`src/rtl/kbrf_pkg.sv`:
```
// Shared types and constants for the key ban and remap filter.
// No dependencies; used by kbrf_table and key_ban_and_remap_filter_top.
package kbrf_pkg;

	localparam int KEY_W = 8;
	localparam int OP_W = 3;
	localparam int STATUS_W = 2;

	localparam int BAN_DEPTH_DEF = 16;
	localparam int REMAP_DEPTH_DEF = 16;

	// a banned key that is not also remapped reads back as this code on a check
	localparam logic [KEY_W-1:0] BAN_OUT_KEY = 8'h00;

	typedef enum logic [OP_W-1:0] {
		OP_BAN     = 3'd0,
		OP_UNBAN   = 3'd1,
		OP_REMAP   = 3'd2,
		OP_UNREMAP = 3'd3,
		OP_CHECK   = 3'd4
	} opcode_t;

	typedef enum logic [STATUS_W-1:0] {
		ST_DONE    = 2'd0,
		ST_REFUSED = 2'd1,
		ST_FULL    = 2'd2
	} status_t;

	// update request into a table, only raised when the item executes
	typedef struct packed {
		logic insert;
		logic remove;
	} tbl_cmd_t;

	// lookup result out of a table
	typedef struct packed {
		logic hit;
		logic full;
	} tbl_look_t;

endpackage

```
`src/rtl/kbrf_table.sv`:
```
// Associative key table: parallel key compare, lowest-free-slot insert, remove on hit.
// Depends on kbrf_pkg.
module kbrf_table
	import kbrf_pkg::*;
#(
	parameter int DEPTH = BAN_DEPTH_DEF
) (
	input  logic             clk,
	input  logic             arst_n,
	input  tbl_cmd_t         cmd,
	input  logic [KEY_W-1:0] key,
	input  logic [KEY_W-1:0] wdata,
	output tbl_look_t        look,
	output logic [KEY_W-1:0] rdata
);

	logic [DEPTH-1:0] valid_q;
	logic [KEY_W-1:0] keys_q [DEPTH];
	logic [KEY_W-1:0] data_q [DEPTH];

	logic [DEPTH-1:0] match;
	logic [DEPTH-1:0] free_vec;
	logic [DEPTH-1:0] free_oh;
	logic             do_insert;
	logic             do_remove;

	// parallel compare; keys are unique so at most one entry matches
	always_comb begin
		rdata = '0;
		for (int i = 0; i < DEPTH; i++) begin
			match[i] = valid_q[i] && (keys_q[i] == key);
			rdata = rdata | (data_q[i] & {KEY_W{match[i]}});
		end
	end

	// lowest free slot as a one-hot mask
	assign free_vec = ~valid_q;
	assign free_oh  = free_vec & (~free_vec + DEPTH'(1));

	assign look.hit  = |match;
	assign look.full = &valid_q;

	assign do_insert = cmd.insert && !look.hit && !look.full;
	assign do_remove = cmd.remove && look.hit;

	// slot occupancy
	always_ff @(posedge clk or negedge arst_n) begin
		if (!arst_n) begin
			valid_q <= '0;
		end else if (do_insert) begin
			valid_q <= valid_q | free_oh;
		end else if (do_remove) begin
			valid_q <= valid_q & ~match;
		end
	end

	// entry contents, gated by the valid bits
	always_ff @(posedge clk) begin
		for (int i = 0; i < DEPTH; i++) begin
			if (do_insert && free_oh[i]) begin
				keys_q[i] <= key;
				data_q[i] <= wdata;
			end
		end
	end

endmodule

```
`src/rtl/key_ban_and_remap_filter_top.sv`:
```
// Key ban and remap filter, top level.
// Path to result: input register, then result register.
// One item per cycle when out_stall is low; table compare is between the registers.
// Reset: arst_n clears both tables' valid bits and the pipeline valids at once.
// Depends on kbrf_pkg and kbrf_table.
module key_ban_and_remap_filter_top
	import kbrf_pkg::*;
#(
	parameter int BAN_DEPTH = BAN_DEPTH_DEF,
	parameter int REMAP_DEPTH = REMAP_DEPTH_DEF
) (
	input  logic                clk,
	input  logic                arst_n,
	input  logic                in_valid,
	output logic                in_stall,
	input  logic [OP_W-1:0]     opcode,
	input  logic [KEY_W-1:0]    key,
	input  logic [KEY_W-1:0]    redirect_key,
	output logic                out_valid,
	input  logic                out_stall,
	output logic [STATUS_W-1:0] status,
	output logic [KEY_W-1:0]    out_key
);

	logic                valid_s1;
	logic [OP_W-1:0]     opcode_s1;
	logic [KEY_W-1:0]    key_s1;
	logic [KEY_W-1:0]    redirect_s1;

	logic                valid_s2;
	logic [STATUS_W-1:0] status_s2;
	logic [KEY_W-1:0]    out_key_s2;

	logic                s2_open;
	logic                fire_s1;
	logic                in_xfer;

	tbl_cmd_t            ban_cmd;
	tbl_cmd_t            remap_cmd;
	tbl_look_t           ban_look;
	tbl_look_t           remap_look;
	logic [KEY_W-1:0]    ban_rdata;
	logic [KEY_W-1:0]    remap_rdata;

	status_t             status_nx;
	logic [KEY_W-1:0]    out_key_nx;

	// flow control
	assign s2_open  = !valid_s2 || !out_stall;
	assign fire_s1  = valid_s1 && s2_open;
	assign in_stall = valid_s1 && !s2_open;
	assign in_xfer  = in_valid && !in_stall;

	// input register
	always_ff @(posedge clk or negedge arst_n) begin
		if (!arst_n) begin
			valid_s1 <= 1'b0;
		end else if (!in_stall) begin
			valid_s1 <= in_valid;
		end
	end

	always_ff @(posedge clk) begin
		if (in_xfer) begin
			opcode_s1   <= opcode;
			key_s1      <= key;
			redirect_s1 <= redirect_key;
		end
	end

	// table updates only when the item moves on
	always_comb begin
		ban_cmd.insert   = fire_s1 && (opcode_s1 == OP_BAN);
		ban_cmd.remove   = fire_s1 && (opcode_s1 == OP_UNBAN);
		remap_cmd.insert = fire_s1 && (opcode_s1 == OP_REMAP);
		remap_cmd.remove = fire_s1 && (opcode_s1 == OP_UNREMAP);
	end

	// banned keys map to the fixed ban code
	kbrf_table #(
		.DEPTH(BAN_DEPTH)
	) u_ban (
		.clk   (clk),
		.arst_n(arst_n),
		.cmd   (ban_cmd),
		.key   (key_s1),
		.wdata (BAN_OUT_KEY),
		.look  (ban_look),
		.rdata (ban_rdata)
	);

	kbrf_table #(
		.DEPTH(REMAP_DEPTH)
	) u_remap (
		.clk   (clk),
		.arst_n(arst_n),
		.cmd   (remap_cmd),
		.key   (key_s1),
		.wdata (redirect_s1),
		.look  (remap_look),
		.rdata (remap_rdata)
	);

	// result of the item in the input register
	always_comb begin
		status_nx  = ST_REFUSED;
		out_key_nx = '0;
		unique case (opcode_t'(opcode_s1))
			OP_BAN, OP_REMAP: begin
				if ((opcode_s1 == OP_BAN) ? ban_look.hit : remap_look.hit) begin
					status_nx = ST_REFUSED;
				end else if ((opcode_s1 == OP_BAN) ? ban_look.full : remap_look.full) begin
					status_nx = ST_FULL;
				end else begin
					status_nx = ST_DONE;
				end
			end
			OP_UNBAN: begin
				status_nx = ban_look.hit ? ST_DONE : ST_REFUSED;
			end
			OP_UNREMAP: begin
				status_nx = remap_look.hit ? ST_DONE : ST_REFUSED;
			end
			OP_CHECK: begin
				status_nx = ST_DONE;
				priority if (remap_look.hit) begin
					out_key_nx = remap_rdata;
				end else if (ban_look.hit) begin
					out_key_nx = ban_rdata;
				end else begin
					out_key_nx = key_s1;
				end
			end
			default: begin
				status_nx  = ST_REFUSED;
				out_key_nx = '0;
			end
		endcase
	end

	// result register
	always_ff @(posedge clk or negedge arst_n) begin
		if (!arst_n) begin
			valid_s2 <= 1'b0;
		end else if (s2_open) begin
			valid_s2 <= valid_s1;
		end
	end

	always_ff @(posedge clk) begin
		if (fire_s1) begin
			status_s2  <= status_nx;
			out_key_s2 <= out_key_nx;
		end
	end

	assign out_valid = valid_s2;
	assign status    = status_s2;
	assign out_key   = out_key_s2;

	// checks
	a_stall_needs_item: assert property (@(posedge clk) disable iff (!arst_n)
		in_stall |-> valid_s1 && valid_s2)
		else $error("input stalled with no item held");

	a_hold_s1: assert property (@(posedge clk) disable iff (!arst_n)
		valid_s1 && !s2_open |=> valid_s1 && $stable(key_s1) && $stable(opcode_s1))
		else $error("held item lost from input register");

	a_check_done: assert property (@(posedge clk) disable iff (!arst_n)
		fire_s1 && (opcode_s1 == OP_CHECK) |=> valid_s2 && (status_s2 == ST_DONE))
		else $error("check transfer did not complete as done");

	a_bad_op: assert property (@(posedge clk) disable iff (!arst_n)
		fire_s1 && (opcode_s1 > OP_CHECK)
		|=> (status_s2 == ST_REFUSED) && (out_key_s2 == '0))
		else $error("unused opcode not refused");

	a_table_write_fires: assert property (@(posedge clk) disable iff (!arst_n)
		ban_cmd.insert || ban_cmd.remove || remap_cmd.insert || remap_cmd.remove
		|-> fire_s1)
		else $error("table update without a transfer");

endmodule
```
`config.mk`:
```
export PLATFORM = sky130hd
export DESIGN_NAME = key_ban_and_remap_filter_top
export DESIGN_NICKNAME = d
export VERILOG_FILES = /design/src/rtl/kbrf_pkg.sv /design/src/rtl/kbrf_table.sv /design/src/rtl/key_ban_and_remap_filter_top.sv
export SDC_FILE = /design/constraint.sdc
export NUM_CORES = 1
export LEC_CHECK = 0
export BUFFER_PORTS_ARGS = -buffer_cell sky130_fd_sc_hd__buf_2
export CAP_MARGIN = 20
export CORE_MARGIN = 2
export CORE_UTILIZATION = 29
export CTS_BUF_LIST = sky130_fd_sc_hd__clkbuf_4 sky130_fd_sc_hd__clkbuf_8
export DETAILED_ROUTE_END_ITERATION = 10
export HOLD_SLACK_MARGIN = 0.02
export PLACE_DENSITY = 0.41
export SKIP_LAST_GASP = 1
export SYNTH_ARGS = -nofsm -noshare
export SYNTH_HDL_FRONTEND = slang
export SYNTH_SLANG_ARGS = --single-unit
```
`constraint.sdc`:
```
create_clock -name clk -period 4.34 [get_ports clk]
set_input_delay 0 -clock clk [delete_from_list [all_inputs] [get_ports clk]]
set_output_delay 0 -clock clk [all_outputs]
set_load 0.03 [all_outputs]
```
==> impl_metrics.tcl <==
set metrics [dict create \
    drv_slew 0 \
    rows 93 \
    startpoint_type "flip-flop" \
    drv_cap 0 \
    gp_congestion 0.7820 \
    overflow 0 \
    vias 10220 \
    syn_to_final_growth_pct 17.15 \
    grt_pass1_wl_mm 68.41 \
    ys.flop_type "edfxtp_1" \
    fillers 6295 \
    h-tree-depth 3 \
    r2r.worst_path.cells 11 \
    worstMarginPinSlew_ns 1.058 \
    crit_buf_inv 3 \
    clk_latency_ns 0.65 \
    netlist.top_cell.by_area "edfxtp_1" \
    grt_usage 0.1386 \
    ys_seq_area_frac 0.7067 \
    avgSynthCellArea_um2 15.95 \
    final-seq-area_um2 13250 \
    drtAntennaViolNets 0 \
    io_buffer_count 34 \
    synth.most_common_cell "edfxtp_1" \
    netlist_area_um2 18750 \
    hold_violations 0 \
    drc 0 \
    clk_path_buf_depth 3 \
    async_flop_share 0.07606 \
    synth_area_leaders "edfxtp_1 (66%), xor2_1 (10%), dfrtp_1 (4.5%), a22oi_1 (2.6%), nor4_1 (2.3%)" \
    cts_tree "done" \
    die_h_um 258.3 \
    worst-path-stages 11 \
    required_ns 4.67 \
    clock_skew_ns 0.02473 \
    ys_ff_latch 447 \
    cpMaxStageDelayCell "nor2_1" \
    crit_family "simple AND/OR/NAND/NOR gates" \
    dp_hpwl_mm 28.92 \
    grt_start_max_net_pins 46 \
    cts_resized 0 \
    synth_top_cell_area_share 0.6613 \
    wire_per_inst_um 20.39 \
    synthTopCellsByCount "edfxtp_1 (413), xor2_1 (224), nand2_1 (77)" \
    clkSinkCount 447 \
    relSlewSlack 0.2910 \
    status "finished, final reports clean" \
    finalSetupViolations 0 \
    power_density_nw_per_um2 419.5 \
    synth_warnings 0 \
    syn_inst 1176 \
    drt-initial-drc-count 727 \
    netlist-cell-type-count 53 \
    tns_ns 0 \
    cts_inserted_buffers 78 \
    cts_post_setup_buffers_inserted 0 \
    totalPowerFinal_uw 9216 \
    die_area_um2 66720 \
    fin_nets 1364 \
    io_pins 35 \
    period_needed_ns 4.033 \
    path_cells "buf_12, xnor2_1, nand4_1, nor3_4, nor4_1, and4_4, nor3b_4, buf_4, nand3_1, nor2_1, buf_4" \
    min_path_cells 2 \
    path_max_fanout 40 \
    holdCritPathClass "in2reg" \
    slowest_delay_ns 0.82 \
    routed_via_density 4.528 \
    die_w_um 258.3 \
    vdd_drop_max_mv 0.1595 \
    layout_worst_path_cycle_share 0.9292 \
    multi_input_area_um2 4800 \
    drtPass1Iterations 5 \
    endpoint_kind "flip-flop" \
    postSynthNetCount 1199 \
    cts.clk_slew.worst_paths_ns 0.06 \
    crit_type "reg2reg" \
    wirelength_mm 46.03 \
    cts-root-buf "clkbuf_8" \
    hold_buffers 28 \
    initial_core_util 0.2920 \
    critPathMostFrequentCell "buf_4" \
    leakage_uw 0.007550 \
    rsz0062_at_grt "false" \
    antenna_found_initial 0 \
    drive_gt1_frac 0.1990 \
    synth_edf_count 413 \
    grt_pass1_vias 10450 \
    coreArea_um2 64230 \
    num_antenna_cells 0 \
    max_freq_mhz 248.0 \
    cp.arrival_ns 4.37 \
]
-- area by class of cell --
type | instances | share of cell area
repair buffers | 139 | 0.05524
well taps | 855 | 0.04869
flip-flops and latches | 447 | 0.6032
clock inverters | 19 | 0.004271
inverters | 18 | 0.003075
clock buffers | 122 | 0.06703
multi-input cells | 657 | 0.2185
-- logic make-up after synthesis --
logic type      count (synthesis)  share of synthesized area
xor+xnor                      256                     0.1196
compound gates                122                    0.04584
buf+inv                        72                    0.04003
flops                         447                     0.7067
simple gates                  279                    0.08787
-- worst paths after layout --
kind | from | to | slack (ns)
max in group asynchronous | arst_n | u_remap.valid_q[1] | 3.62
min reg2reg | valid_s1 | out_valid | 0.50
min | redirect_key[3] | redirect_s1[3] | 0.07
min in group asynchronous | arst_n | u_ban.valid_q[1] | 0.27
max | key_s1[7] | u_remap.data_q[1][3] | 0.31
max reg2reg | key_s1[7] | u_remap.data_q[1][3] | 0.31
-- cells in the final DEF, fill, tap and decap left out, types with 30 or more instances in the layout --
| cell type | count |
|---|---|
| xor2_1 | 224 |
| buf_2 | 34 |
| clkbuf_4 | 33 |
| clkbuf_8 | 89 |
| dfrtp_1 | 34 |
| nand2_1 | 77 |
| buf_4 | 59 |
| nor4_1 | 70 |
| dlygate4sd3_1 | 30 |
| edfxtp_1 | 413 |
| xnor2_1 | 32 |
| a22oi_1 | 65 |
-- where the power goes --
part | internal, uW | total [uW] | switching (uW)
sequential | 4780 | 4860 | 80.1
combinational | 178 | 480 | 302
clock | 2150 | 3870 | 1720
-- stage by stage --
step | cells | cell area [um^2] | util | setup slack (ns) | hold WS (ns)
6_report | 2257 | 21970 | 0.3420 | 0.3071 | 0.07385
5_1_grt | 2257 | 21970 | 0.3420 | 0.08518 | 0.02843
4_1_cts | 2253 | 21920 | 0.3412 | 0.3052 | 0.02077
3_5_place_dp | 2084 | 20070 | 0.3125 | 0.3312 | 0.1781
3_3_place_gp | 2080 | 20000 | 0.3113 | 0.1763 | 0.1759
2_1_floorplan | 1176 | 18760 | - | 0.02696 | -0.2956
-- layer usage --
layer / vias up / GRT usage / part of all wire / wire, um
li1: 4752 / - / - / -
met1: 5209 / 0.1846 / 0.46 / 21140
met2: 183 / 0.2257 / 0.48 / 22060
met3: 75 / 0.03042 / 0.039 / 1787
met4: 0 / 0.04351 / 0.023 / 1037
met5: - / 0 / 0 / 0
-- flip-flops by register name, summed over array words and instances (netlist names) --
register,flops
key_s1,8
opcode_s1,3
out_key,8
out_valid,1
redirect_s1,8
status,2
u_ban.keys_q,128
u_ban.valid_q,16
u_remap.data_q,128
u_remap.keys_q,128
u_remap.valid_q,16
valid_s1,1
Note: power is estimated with default switching activity, not from simulation.
